===== src/design/cdq_pkg.sv =====
// Shared types and constants for the circular deque core.
// Holds request codes, beat layouts and the controller/datapath command and status structs.
// No dependencies.
`timescale 1ns / 1ps

package cdq_pkg;

	// Field widths fixed by the stream layouts.
	localparam int REQ_W      = 3;
	localparam int VAL_W      = 32;
	localparam int CAP_W      = 5;
	localparam int CNT_W      = 5;
	localparam int IN_TDATA_W  = 40;
	localparam int OUT_TDATA_W = 72;

	// Request codes; any other code behaves as a query.
	localparam logic [REQ_W-1:0] REQ_PUSH_FRONT = 3'd0;
	localparam logic [REQ_W-1:0] REQ_PUSH_REAR  = 3'd1;
	localparam logic [REQ_W-1:0] REQ_POP_FRONT  = 3'd2;
	localparam logic [REQ_W-1:0] REQ_POP_REAR   = 3'd3;
	localparam logic [REQ_W-1:0] REQ_QUERY      = 3'd4;

	// Controller to datapath.
	typedef struct packed {
		logic cfg_write;
		logic capture;
		logic update;
		logic fetch;
		logic load;
	} cmd_t;

	// Datapath to controller.
	typedef struct packed {
		logic out_free;
	} status_t;

endpackage


===== src/design/circular_deque_core.sv =====
// Circular deque core: double-ended queue in a ring store, one result beat per request beat.
// Each request passes update, registered store read and emit before its result beat is
// registered; a new request is taken only once back in idle, as set by the write-then-read
// through the single ring store. A waiting result stalls the emit.
// Reset (arst_n low, asynchronous): capacity min(16, DEPTH), deque empty, no result pending.
// The store contents are not cleared; an entry that was never written never shows in a result.
`timescale 1ns / 1ps

module circular_deque_core #(
	parameter int DEPTH      = 16,
	parameter int DATA_WIDTH = 32
) (
	input  logic                            clk,
	input  logic                            arst_n,

	// Request stream.
	input  logic                            s_axis_tvalid,
	output logic                            s_axis_tready,
	// Bits from low: req_type[2:0], push_value[34:3], zero fill[39:35].
	input  logic [cdq_pkg::IN_TDATA_W-1:0]  s_axis_tdata,

	// Result stream.
	output logic                            m_axis_tvalid,
	input  logic                            m_axis_tready,
	// Bits from low: ok[0], front_value[32:1], rear_value[64:33],
	// entry_count[69:65], is_empty[70], is_full[71].
	output logic [cdq_pkg::OUT_TDATA_W-1:0] m_axis_tdata,

	// Capacity register write. A write empties the deque but keeps the stored data.
	input  logic                            cfg_valid,
	output logic                            cfg_ready,
	input  logic [cdq_pkg::CAP_W-1:0]       cfg_data
);

	// The controller sequences each request; the datapath owns all storage.
	cdq_pkg::cmd_t    cmd;
	cdq_pkg::status_t status;

	cdq_ctrl u_ctrl (
		.clk           (clk),
		.arst_n        (arst_n),
		.s_axis_tvalid (s_axis_tvalid),
		.s_axis_tready (s_axis_tready),
		.cfg_valid     (cfg_valid),
		.cfg_ready     (cfg_ready),
		.status        (status),
		.cmd           (cmd)
	);

	// Pointers step with wrap at the capacity by compare and reset. The front entry
	// sits one slot above the head pointer, the rear entry one slot below the tail.
	cdq_datapath #(
		.DEPTH      (DEPTH),
		.DATA_WIDTH (DATA_WIDTH)
	) u_datapath (
		.clk           (clk),
		.arst_n        (arst_n),
		.cmd           (cmd),
		.status        (status),
		.s_axis_tdata  (s_axis_tdata),
		.cfg_data      (cfg_data),
		.m_axis_tvalid (m_axis_tvalid),
		.m_axis_tready (m_axis_tready),
		.m_axis_tdata  (m_axis_tdata)
	);

endmodule


===== src/design/cdq_ctrl.sv =====
// Sequencing controller for the circular deque core.
// Steps each request through update, fetch and emit; uses cdq_pkg.
`timescale 1ns / 1ps

module cdq_ctrl (
	input  logic             clk,
	input  logic             arst_n,
	input  logic             s_axis_tvalid,
	output logic             s_axis_tready,
	input  logic             cfg_valid,
	output logic             cfg_ready,
	input  cdq_pkg::status_t status,
	output cdq_pkg::cmd_t    cmd
);

	typedef enum logic [3:0] {
		ST_IDLE   = 4'b0001,
		ST_UPDATE = 4'b0010,
		ST_FETCH  = 4'b0100,
		ST_EMIT   = 4'b1000
	} state_t;

	state_t state_q;
	state_t state_n;

	always_comb begin
		state_n       = state_q;
		cmd           = '0;
		s_axis_tready = 1'b0;
		cfg_ready     = 1'b0;
		case (state_q)
			ST_IDLE: begin
				// A register write takes the idle slot ahead of a request.
				cfg_ready     = 1'b1;
				s_axis_tready = !cfg_valid;
				if (cfg_valid) begin
					cmd.cfg_write = 1'b1;
				end else if (s_axis_tvalid) begin
					cmd.capture = 1'b1;
					state_n     = ST_UPDATE;
				end
			end
			ST_UPDATE: begin
				cmd.update = 1'b1;
				state_n    = ST_FETCH;
			end
			ST_FETCH: begin
				cmd.fetch = 1'b1;
				state_n   = ST_EMIT;
			end
			ST_EMIT: begin
				if (status.out_free) begin
					cmd.load = 1'b1;
					state_n  = ST_IDLE;
				end
			end
			default: begin
				state_n = ST_IDLE;
			end
		endcase
	end

	always_ff @(posedge clk or negedge arst_n) begin
		if (!arst_n) begin
			state_q <= ST_IDLE;
		end else begin
			state_q <= state_n;
		end
	end

	a_capture_to_update: assert property (@(posedge clk) disable iff (!arst_n)
		cmd.capture |=> state_q == ST_UPDATE)
		else $error("accepted beat did not move to update");

	a_load_needs_room: assert property (@(posedge clk) disable iff (!arst_n)
		cmd.load |-> status.out_free)
		else $error("result loaded over an untaken result");

	a_cfg_excludes_capture: assert property (@(posedge clk) disable iff (!arst_n)
		cmd.cfg_write |-> !cmd.capture)
		else $error("register write and request taken together");

endmodule


===== src/design/cdq_datapath.sv =====
// Datapath of the circular deque core: ring store, pointers, count, capacity and result register.
// Driven by cdq_ctrl through cdq_pkg::cmd_t; uses cdq_pkg.
`timescale 1ns / 1ps

module cdq_datapath #(
	parameter int DEPTH      = 16,
	parameter int DATA_WIDTH = 32
) (
	input  logic                              clk,
	input  logic                              arst_n,
	input  cdq_pkg::cmd_t                     cmd,
	output cdq_pkg::status_t                  status,
	input  logic [cdq_pkg::IN_TDATA_W-1:0]    s_axis_tdata,
	input  logic [cdq_pkg::CAP_W-1:0]         cfg_data,
	output logic                              m_axis_tvalid,
	input  logic                              m_axis_tready,
	output logic [cdq_pkg::OUT_TDATA_W-1:0]   m_axis_tdata
);

	localparam int PTR_W     = (DEPTH > 1) ? $clog2(DEPTH) : 1;
	localparam int CMP_W     = ((PTR_W > cdq_pkg::CAP_W) ? PTR_W : cdq_pkg::CAP_W) + 1;
	localparam int EXT_W     = (DATA_WIDTH > cdq_pkg::VAL_W) ? DATA_WIDTH : cdq_pkg::VAL_W;
	localparam int CAP_RESET = (DEPTH < 16) ? DEPTH : 16;

	logic [DATA_WIDTH-1:0] mem [DEPTH];

	logic [cdq_pkg::CAP_W-1:0]   cap_q;
	logic [PTR_W-1:0]            head_q;
	logic [PTR_W-1:0]            tail_q;
	logic [cdq_pkg::CNT_W-1:0]   count_q;
	logic [cdq_pkg::REQ_W-1:0]   req_q;
	logic signed [cdq_pkg::VAL_W-1:0] value_q;
	logic                        ok_q;
	logic signed [DATA_WIDTH-1:0] rd_front_q;
	logic signed [DATA_WIDTH-1:0] rd_rear_q;
	logic                        out_valid_q;
	logic                        out_ok_q;
	logic [cdq_pkg::VAL_W-1:0]   out_front_q;
	logic [cdq_pkg::VAL_W-1:0]   out_rear_q;
	logic [cdq_pkg::CNT_W-1:0]   out_count_q;
	logic                        out_empty_q;
	logic                        out_full_q;

	logic [cdq_pkg::CAP_W-1:0]   cfg_cap;
	logic                        full;
	logic                        empty;
	logic                        ok_n;
	logic [PTR_W-1:0]            head_n;
	logic [PTR_W-1:0]            tail_n;
	logic [cdq_pkg::CNT_W-1:0]   count_n;
	logic                        we;
	logic [PTR_W-1:0]            waddr;
	logic signed [EXT_W-1:0]     wr_wide;
	logic [DATA_WIDTH-1:0]       wr_data;
	logic signed [EXT_W-1:0]     front_wide;
	logic signed [EXT_W-1:0]     rear_wide;

	function automatic logic [PTR_W-1:0] step_up(input logic [PTR_W-1:0] p,
		input logic [cdq_pkg::CAP_W-1:0] cap);
		logic [CMP_W-1:0] nxt;
		nxt = CMP_W'(p) + CMP_W'(1);
		return (nxt >= CMP_W'(cap)) ? '0 : PTR_W'(nxt);
	endfunction

	function automatic logic [PTR_W-1:0] step_down(input logic [PTR_W-1:0] p,
		input logic [cdq_pkg::CAP_W-1:0] cap);
		logic [cdq_pkg::CAP_W-1:0] last;
		last = cap - cdq_pkg::CAP_W'(1);
		return (p == '0) ? PTR_W'(last) : p - PTR_W'(1);
	endfunction

	// Capacity zero is held as one, anything above the store depth as the depth.
	always_comb begin
		if (cfg_data == '0) begin
			cfg_cap = cdq_pkg::CAP_W'(1);
		end else if (32'(cfg_data) > DEPTH) begin
			cfg_cap = cdq_pkg::CAP_W'(DEPTH);
		end else begin
			cfg_cap = cfg_data;
		end
	end

	assign full  = (count_q == cap_q);
	assign empty = (count_q == '0);

	always_comb begin
		ok_n    = 1'b1;
		head_n  = head_q;
		tail_n  = tail_q;
		count_n = count_q;
		we      = 1'b0;
		waddr   = head_q;
		case (req_q)
			cdq_pkg::REQ_PUSH_FRONT: begin
				if (full) begin
					ok_n = 1'b0;
				end else begin
					we      = 1'b1;
					waddr   = head_q;
					head_n  = step_down(head_q, cap_q);
					count_n = count_q + cdq_pkg::CNT_W'(1);
				end
			end
			cdq_pkg::REQ_PUSH_REAR: begin
				if (full) begin
					ok_n = 1'b0;
				end else begin
					we      = 1'b1;
					waddr   = tail_q;
					tail_n  = step_up(tail_q, cap_q);
					count_n = count_q + cdq_pkg::CNT_W'(1);
				end
			end
			cdq_pkg::REQ_POP_FRONT: begin
				if (empty) begin
					ok_n = 1'b0;
				end else begin
					head_n  = step_up(head_q, cap_q);
					count_n = count_q - cdq_pkg::CNT_W'(1);
				end
			end
			cdq_pkg::REQ_POP_REAR: begin
				if (empty) begin
					ok_n = 1'b0;
				end else begin
					tail_n  = step_down(tail_q, cap_q);
					count_n = count_q - cdq_pkg::CNT_W'(1);
				end
			end
			cdq_pkg::REQ_QUERY: begin
			end
			default: begin
			end
		endcase
	end

	// Values are kept sign extended or cut to the store width, and read back to 32 bits.
	assign wr_wide    = EXT_W'(value_q);
	assign wr_data    = DATA_WIDTH'(wr_wide);
	assign front_wide = EXT_W'(rd_front_q);
	assign rear_wide  = EXT_W'(rd_rear_q);

	always_ff @(posedge clk or negedge arst_n) begin
		if (!arst_n) begin
			cap_q       <= cdq_pkg::CAP_W'(CAP_RESET);
			head_q      <= PTR_W'(CAP_RESET - 1);
			tail_q      <= '0;
			count_q     <= '0;
			out_valid_q <= 1'b0;
		end else begin
			if (cmd.cfg_write) begin
				cap_q   <= cfg_cap;
				head_q  <= PTR_W'(cfg_cap - cdq_pkg::CAP_W'(1));
				tail_q  <= '0;
				count_q <= '0;
			end else if (cmd.update) begin
				head_q  <= head_n;
				tail_q  <= tail_n;
				count_q <= count_n;
			end
			if (cmd.load) begin
				out_valid_q <= 1'b1;
			end else if (m_axis_tready) begin
				out_valid_q <= 1'b0;
			end
		end
	end

	always_ff @(posedge clk) begin
		if (cmd.capture) begin
			req_q   <= s_axis_tdata[cdq_pkg::REQ_W-1:0];
			value_q <= s_axis_tdata[cdq_pkg::REQ_W +: cdq_pkg::VAL_W];
		end
		if (cmd.update) begin
			ok_q <= ok_n;
		end
		if (cmd.load) begin
			out_ok_q    <= ok_q;
			out_front_q <= empty ? '1 : cdq_pkg::VAL_W'(front_wide);
			out_rear_q  <= empty ? '1 : cdq_pkg::VAL_W'(rear_wide);
			out_count_q <= count_q;
			out_empty_q <= empty;
			out_full_q  <= full;
		end
	end

	// Ring store: one write port, two registered read ports.
	always_ff @(posedge clk) begin
		if (cmd.update && we) begin
			mem[waddr] <= wr_data;
		end
		if (cmd.fetch) begin
			rd_front_q <= mem[step_up(head_q, cap_q)];
			rd_rear_q  <= mem[step_down(tail_q, cap_q)];
		end
	end

	assign status.out_free = !out_valid_q || m_axis_tready;
	assign m_axis_tvalid   = out_valid_q;
	assign m_axis_tdata    = {out_full_q, out_empty_q, out_count_q,
		out_rear_q, out_front_q, out_ok_q};

	a_count_in_range: assert property (@(posedge clk) disable iff (!arst_n)
		count_q <= cap_q)
		else $error("entry count above capacity");

	a_head_in_range: assert property (@(posedge clk) disable iff (!arst_n)
		CMP_W'(head_q) < CMP_W'(cap_q) && CMP_W'(tail_q) < CMP_W'(cap_q))
		else $error("pointer outside the ring");

	a_load_sets_valid: assert property (@(posedge clk) disable iff (!arst_n)
		cmd.load |=> m_axis_tvalid)
		else $error("loaded result not presented");

endmodule


===== config.mk =====
export PLATFORM = sky130hd
export DESIGN_NAME = circular_deque_core
export DESIGN_NICKNAME = d
export VERILOG_FILES = /design/src/design/cdq_pkg.sv /design/src/design/circular_deque_core.sv /design/src/design/cdq_ctrl.sv /design/src/design/cdq_datapath.sv
export SDC_FILE = /design/constraint.sdc
export NUM_CORES = 1
export LEC_CHECK = 0
export BUFFER_PORTS_ARGS = -buffer_cell sky130_fd_sc_hd__buf_2
export CAP_MARGIN = 20
export CORE_AREA = 2 2 229 231
export DETAILED_ROUTE_END_ITERATION = 10
export DIE_AREA = 0 0 231 233
export GPL_ROUTABILITY_DRIVEN = 0
export PLACE_DENSITY = 0.94
export SETUP_SLACK_MARGIN = 0.5
export SLEW_MARGIN = 20
export SYNTH_ARGS = -nofsm -noshare
export SYNTH_HDL_FRONTEND = slang
export SYNTH_SLANG_ARGS = --single-unit

===== constraint.sdc =====
create_clock -name clk -period 11.6 [get_ports clk]
set_input_delay 1.74 -clock clk [delete_from_list [all_inputs] [get_ports clk]]
set_output_delay 1.74 -clock clk [all_outputs]
set_load 0.01 [all_outputs]

==> impl_metrics.env, run 1 <==
export IMPL_outcome="complete, no violations"
export IMPL_crit_arrival_ps=6390
export IMPL_ant_nets=0
export IMPL_worst_pin_slew_ps=1180
export IMPL_cts_sinks=707
export IMPL_stdcell_area_mm2=0.0368
export IMPL_htree_levels=3
export IMPL_core_area_mm2=0.0511
export IMPL_die_y_um=233
export IMPL_clock_fmax_mhz=164
export IMPL_num_io_pins=125
export IMPL_numCtsBuffers=72
export IMPL_synth_seq_cells=707
export IMPL_cpMaxStageDelayCell="dfstp_4"
export IMPL_drv_slew=0
export IMPL_ys_seq_area_frac=0.638
export IMPL_n_antenna_cell=0
export IMPL_ys_flop_type="edfxtp_1"
export IMPL_die_area_mm2=0.0538
export IMPL_reg2reg_setup_slack_ps=5500
export IMPL_drt_iter0_drc=3423
export IMPL_vias_per_cell=7.20
export IMPL_final_nets=2415
export IMPL_rsz0062_at_grt="false"
export IMPL_cts_setup_buffers=0
export IMPL_netlist_area_mm2=0.0331
export IMPL_yosys_area_share_simple=0.0373
export IMPL_clock_skew_ps=29.4
export IMPL_num_rows=83
export IMPL_slowest_delay_ps=900
export IMPL_cp_num_buf_inv=3
export IMPL_hold_path_class="reg -> reg"
export IMPL_leakage_nw=13.6
export IMPL_fillers=2964
export IMPL_synth_edf_count=684
export IMPL_async_reset_ff_frac=0.0325
export IMPL_wire_per_inst_um=28.8
export IMPL_syn_avg_cell_area_um2=14.6
export IMPL_grt_usage=0.326
export IMPL_drive_gt1_frac=0.180
export IMPL_critPathRequiredTime_ps=11900
export IMPL_crit_family="compound AO/OA/AOI/OAI gates"
export IMPL_synth_nets=2343
export IMPL_crit_path_cell_trace="ha_1 > xor2_4 > buf_4 > ha_1 > a21oi_1 > o21ai_0 > a21oi_4 > buf_4 > o21ai_4 > buf_4 > a22oi_1 > o32ai_1"
export IMPL_vias=22175
export IMPL_area_growth_pct=11.1
export IMPL_peakVddDrop_mv=0.351
export IMPL_grt_max_degree=168
export IMPL_worstPathMaxFanout=65
export IMPL_multiInputGateArea_mm2=0.0114
export IMPL_mostFrequentLayoutCells="684 x edfxtp_1, 518 x mux2i_1, 163 x a21oi_1, 119 x buf_2, 84 x nand2_1"
export IMPL_p_per_area_mw_per_mm2=261
export IMPL_drt_pass1_iterations=8
export IMPL_dpl_hpwl_um=46100
export IMPL_criticalPathCategory="reg -> reg"
export IMPL_max_clock_path_buffers=3
export IMPL_yosysWarningCount=0
export IMPL_cpMostUsedCell="buf_4"
export IMPL_final_common_cell="edfxtp_1"
export IMPL_worstSetupEndpointType="register"
export IMPL_synthMuxAreaShare=0.178
export IMPL_cts_tree="done"
export IMPL_clk_latency_ps=630
export IMPL_seq_area_mm2=0.0211
export IMPL_grt_pass1_vias=22167
export IMPL_clk_pin_slew_ps=60
export IMPL_die_w_um=231
export IMPL_synth_xor_area_frac=0.00423
export IMPL_drc=0
export IMPL_timing_setup_tns_ps=0
export IMPL_synth_top_family_by_area="multiplexers"
export IMPL_antenna_found_initial=0
export IMPL_start_util=0.648
export IMPL_period_needed_ps=6100
export IMPL_synth_compound_area_frac=0.109
export IMPL_finalSetupViolations=0
export IMPL_critPathLaunchType="register"
export IMPL_cts_hold_buf=0
export IMPL_cts_resized=0
export IMPL_routed_wl_um=88800
export IMPL_dpl_cell_area_mm2=0.0344
export IMPL_post_route_period_util=0.526
export IMPL_maxCapViolations=0
export IMPL_grt_overflow=0
export IMPL_synth_distinct_cells=69
export IMPL_io_buffers=119
export IMPL_grt_pass1_wl_um=130000
export IMPL_synthAdderAreaFrac=0.00779
export IMPL_root_buffer="clkbuf_16"
export IMPL_hold_violations=0
export IMPL_synth_cells=2273
export IMPL_fin_util=0.720
export IMPL_max_slew_margin=0.214
-- layout make-up --
| cell class | count | area share |
|---|---|---|
| multi-input combinational | 1380 | 0.311 |
| clock inverter | 36 | 0.00885 |
| inverter | 20 | 0.00204 |
| clock buffer | 93 | 0.0546 |
| timing repair buffer | 164 | 0.0264 |
| tap | 680 | 0.0231 |
| sequential | 707 | 0.574 |
-- per-stage QoR --
stage	worst slack, ps	power [mW]	hold slack (ps)	std cells
after floorplan	6290	6.14	400	2273
after global placement	6090	6.97	412	2951
after detailed placement	5950	7.15	417	2951
after CTS	5830	9.49	430	3080
after global routing	5600	9.87	439	3080
final	5500	9.60	438	3080
-- synthesized netlist by cell type (all sizes together) (3+ instances only) --
master | instances | share of area
a211oi | 6 | 0.0015
a311oi | 3 | 0.00098
a221o | 31 | 0.0094
buf | 84 | 0.014
a31oi | 7 | 0.0013
mux2i | 519 | 0.16
nor2 | 43 | 0.0049
o32ai | 32 | 0.0085
ha | 19 | 0.0072
inv | 20 | 0.0023
a2111oi | 31 | 0.0082
nand2b | 7 | 0.0013
nand3 | 6 | 0.00091
nor4b | 3 | 0.0014
a22oi | 30 | 0.0068
dfstp | 6 | 0.0048
o21a | 3 | 0.00068
a21o | 5 | 0.0011
xor2 | 7 | 0.0019
or2 | 65 | 0.012
o21ai | 84 | 0.013
mux2 | 62 | 0.021
clkbuf | 82 | 0.0093
edfxtp | 684 | 0.62
and3 | 4 | 0.00076
and2 | 7 | 0.0013
nand2 | 85 | 0.0096
xnor2 | 9 | 0.0024
o211ai | 39 | 0.0090
dfrtp | 17 | 0.013
o211a | 31 | 0.0094
nor2b | 7 | 0.0013
a21oi | 168 | 0.026
nor3 | 10 | 0.0015
o221ai | 32 | 0.0085
-- layer usage --
| layer | track usage | vias to the layer above | wire (um) |
|---|---|---|---|
| met5 | 0 | - | 0 |
| met4 | 0.218 | 0 | 5680 |
| met3 | 0.0699 | 426 | 10800 |
| met2 | 0.519 | 1828 | 41600 |
| met1 | 0.404 | 10763 | 30600 |
| li1 | - | 9158 | - |
-- cell families after synthesis --
family / after synthesis
buf+inv: 186
flops: 707
simple gates: 245
xor+xnor: 16
mux: 581
fa+ha+maj: 20
compound gates: 518
-- state kept, by name, summed over array words and instances (netlist names) --
name and cells:
u_ctrl.state_q 4, u_datapath.head_q 4, u_datapath.req_q 3, u_datapath.mem 512, u_datapath.cap_q 5, u_datapath.m_axis_tvalid 1
u_datapath.tail_q 4, u_datapath.count_q 5, u_datapath.out_empty_q 1, u_datapath.front_wide 32, u_datapath.out_ok_q 1, u_datapath.rd_rear_q 32
u_datapath.out_rear_q 32, u_datapath.ok_q 1, u_datapath.out_count_q 5, u_datapath.out_front_q 32, u_datapath.out_full_q 1, u_datapath.value_q 32
-- where the power goes --
group          internal (mW)  total [mW]  leakage, nW  switching, mW
clock                   1.35        2.30         1.13          0.947
sequential              2.93        3.00         6.43         0.0676
combinational           1.68        4.30         6.07           2.62
-- path summary, 6_finish.rpt --
check,start,to,depth (start not counted)
setup / recovery,u_datapath.head_q[0]$_DFFE_PN1P_,u_datapath.front_wide[24]$_DFFE_PP_,12
hold / removal,u_datapath.ok_q$_DFFE_PP_,u_datapath.out_ok_q$_DFFE_PP_,0
setup reg to reg,u_datapath.head_q[0]$_DFFE_PN1P_,u_datapath.front_wide[24]$_DFFE_PP_,12
hold reg to reg,u_datapath.ok_q$_DFFE_PP_,u_datapath.out_ok_q$_DFFE_PP_,0
max in group asynchronous,arst_n,u_datapath.head_q[2]$_DFFE_PN1P_,1
min in group asynchronous,arst_n,u_datapath.count_q[4]$_DFFE_PN0P_,1
No activity file was read; power rests on OpenSTA's default activity.
==> run 2: changes to the inputs <==
--- a/config.mk
+++ b/config.mk
@@ -7,11 +7,11 @@
 export LEC_CHECK = 0
 export BUFFER_PORTS_ARGS = -buffer_cell sky130_fd_sc_hd__buf_2
 export CAP_MARGIN = 20
-export CORE_AREA = 2 2 229 231
+export CORE_AREA = 2 2 247 249
 export DETAILED_ROUTE_END_ITERATION = 10
-export DIE_AREA = 0 0 231 233
+export DIE_AREA = 0 0 249 251
 export GPL_ROUTABILITY_DRIVEN = 0
-export PLACE_DENSITY = 0.94
+export PLACE_DENSITY = 0.86
 export SETUP_SLACK_MARGIN = 0.5
 export SLEW_MARGIN = 20
 export SYNTH_ARGS = -nofsm -noshare
==> constraint.sdc (replaced) <==
create_clock -name clk -period 5.1 [get_ports clk]
set_input_delay 0.765 -clock clk [delete_from_list [all_inputs] [get_ports clk]]
set_output_delay 0.765 -clock clk [all_outputs]
set_load 0.01 [all_outputs]
==> run 2 against run 1 <==
Net effect: global-route usage decreased by 5.3 points; register-to-register slack got worse by 4600 ps; cell count increased by 3.8%; critical path type unchanged; critical endpoint is now u_datapath.front_wide[30]$_DFFE_PP_; largest power group unchanged.
==> impl_metrics.env, run 2 (synthesized netlist as in run 1, its figures left out) <==
export IMPL_fin_cells=3198
export IMPL_worst_pin_slew_ps=1070
export IMPL_htree_levels=3
export IMPL_seq_area_mm2=0.0211
export IMPL_mostFrequentLayoutCells="684 x edfxtp_1, 518 x mux2i_1, 163 x a21oi_1, 119 x buf_2, 84 x nand2_1"
export IMPL_hold_path_class="in -> async"
export IMPL_io_buffers=119
export IMPL_regMostFlops="u_datapath.mem"
export IMPL_ant_nets=0
export IMPL_timing_rr_end="u_datapath.front_wide[30]$_DFFE_PP_"
export IMPL_crit_family="compound AO/OA/AOI/OAI gates"
export IMPL_wire_per_inst_um=27.2
export IMPL_core_area_mm2=0.0598
export IMPL_routed_wl_um=86900
export IMPL_critPathLaunchType="register"
export IMPL_peakVddDrop_mv=0.840
export IMPL_grt_pass1_vias=21855
export IMPL_drt_pass1_iterations=5
export IMPL_grt_usage=0.272
export IMPL_dpl_hpwl_um=48300
export IMPL_vias_per_cell=6.74
export IMPL_final_nets=2430
export IMPL_wl_met3_um=7540
export IMPL_largest_register_ffs=512
export IMPL_clk_pin_slew_ps=60
export IMPL_die_y_um=251
export IMPL_max_clock_path_buffers=3
export IMPL_period_needed_ps=4210
export IMPL_drt_iter0_drc=2602
export IMPL_multiInputGateArea_mm2=0.0114
export IMPL_num_io_pins=125
export IMPL_cts_tree="done"
export IMPL_grt_pass1_wl_um=129000
export IMPL_reg2reg_setup_slack_ps=890
export IMPL_cts_sinks=707
export IMPL_p_per_area_mw_per_mm2=587
export IMPL_startpoint="u_datapath.head_q[0]$_DFFE_PN1P_"
export IMPL_leakage_nw=13.7
export IMPL_crit_arrival_ps=4620
export IMPL_slowest_delay_ps=710
export IMPL_outcome="complete, no violations"
export IMPL_die_area_mm2=0.0625
export IMPL_grt_overflow=0
export IMPL_clk_latency_ps=620
export IMPL_final_common_cell="edfxtp_1"
export IMPL_num_rows=90
export IMPL_hold_violations=0
export IMPL_maxCapViolations=0
export IMPL_dp_cells=3066
export IMPL_vias=21560
export IMPL_critPathRequiredTime_ps=5510
export IMPL_max_slew_margin=0.285
export IMPL_antenna_found_initial=1
export IMPL_area_growth_pct=12.3
export IMPL_path_depth=11
export IMPL_crit_path_cell_trace="clkinv_1 > ha_4 > ha_1 > nand2_1 > o21ai_0 > a21oi_4 > buf_4 > o21ai_4 > buf_4 > a221oi_1 > o32ai_1"
export IMPL_cpMostUsedCell="buf_4"
export IMPL_met2WireLength_um=42800
export IMPL_grt_max_degree=168
export IMPL_drive_gt1_frac=0.185
export IMPL_timing_setup_tns_ps=0
export IMPL_routed_top_layer="met4"
export IMPL_finalSetupViolations=0
export IMPL_cp_num_buf_inv=3
export IMPL_numCtsBuffers=73
export IMPL_drt_met1_wl_um=33000
export IMPL_clock_fmax_mhz=238
export IMPL_timing_critical_path_to="u_datapath.front_wide[30]$_DFFE_PP_"
export IMPL_rsz0062_at_grt="false"
export IMPL_worstPathMaxFanout=36
export IMPL_die_w_um=249
export IMPL_cpMaxStageDelayCell="o21ai_0"
export IMPL_clock_skew_ps=25.8
export IMPL_drv_slew=0
export IMPL_n_antenna_cell=0
export IMPL_criticalPathCategory="reg -> reg"
export IMPL_worstSetupEndpointType="register"
export IMPL_root_buffer="clkbuf_16"
export IMPL_cts_setup_buffers=0
export IMPL_r2r_start="u_datapath.head_q[0]$_DFFE_PN1P_"
export IMPL_drc=0
export IMPL_cts_hold_buf=0
export IMPL_cts_resized=0
export IMPL_r2r_cells=11
export IMPL_fillers=4144
export IMPL_post_route_period_util=0.826
export IMPL_start_util=0.554
run 2: cell count changes in the layout (fill, tap and decap cells not counted), sizes merged:
cell	previous run	this run
buf	164	177
bufinv	6	5
clkbuf	93	97
clkinv	28	30
clkinvlp	3	0
inv	19	20
run 2: how the worst min path moves through the flow:
stage / slack, ps / startpoint / endpoint / cells after the start
floorplan: 400 / u_datapath.ok_q$_DFFE_PP_ / u_datapath.out_ok_q$_DFFE_PP_ / 0
global placement: 410 / u_datapath.ok_q$_DFFE_PP_ / u_datapath.out_ok_q$_DFFE_PP_ / 0
detailed placement: 410 / u_datapath.ok_q$_DFFE_PP_ / u_datapath.out_ok_q$_DFFE_PP_ / 0
CTS: 140 / arst_n / u_datapath.m_axis_tvalid$_DFFE_PN0P_ / 1
global route: 180 / arst_n / u_datapath.m_axis_tvalid$_DFFE_PN0P_ / 1
finish: 130 / arst_n / u_datapath.m_axis_tvalid$_DFFE_PN0P_ / 1
run 2: power by group:
group | switching [mW] | total, mW | internal (mW)
logic | 5.95 | 9.84 | 3.89
registers | 0.135 | 6.80 | 6.66
clock network | 2.16 | 5.18 | 3.02
run 2: cell type report:
class,instances,area share
multi-input combinational,1380,0.307
tap,782,0.0263
sequential,707,0.568
clock buffer,96,0.0540
clock inverter,35,0.00801
timing repair buffer,178,0.0339
inverter,20,0.00202
run 2: stage by stage:
| stage | hold WS, ps | setup slack [ps] | util | cell area [um^2] | total power, mW |
|---|---|---|---|---|---|
| 6_report | 134 | 890 | 0.622 | 37200 | 21.8 |
| 5_1_grt | 176 | 754 | 0.622 | 37200 | 22.5 |
| 4_1_cts | 139 | 923 | 0.621 | 37200 | 21.7 |
| 3_5_place_dp | 406 | 949 | 0.583 | 34900 | 16.5 |
| 3_3_place_gp | 409 | 1000 | 0.582 | 34800 | 16.1 |
| 2_1_floorplan | 400 | 765 | - | 33100 | 14.0 |
run 2: metal layers:
| layer | vias up | global-route usage |
|---|---|---|
| met5 | - | 0 |
| met3 | 264 | 0.0451 |
| met4 | 0 | 0.133 |
| met1 | 10819 | 0.345 |
| li1 | 9180 | - |
| met2 | 1297 | 0.459 |
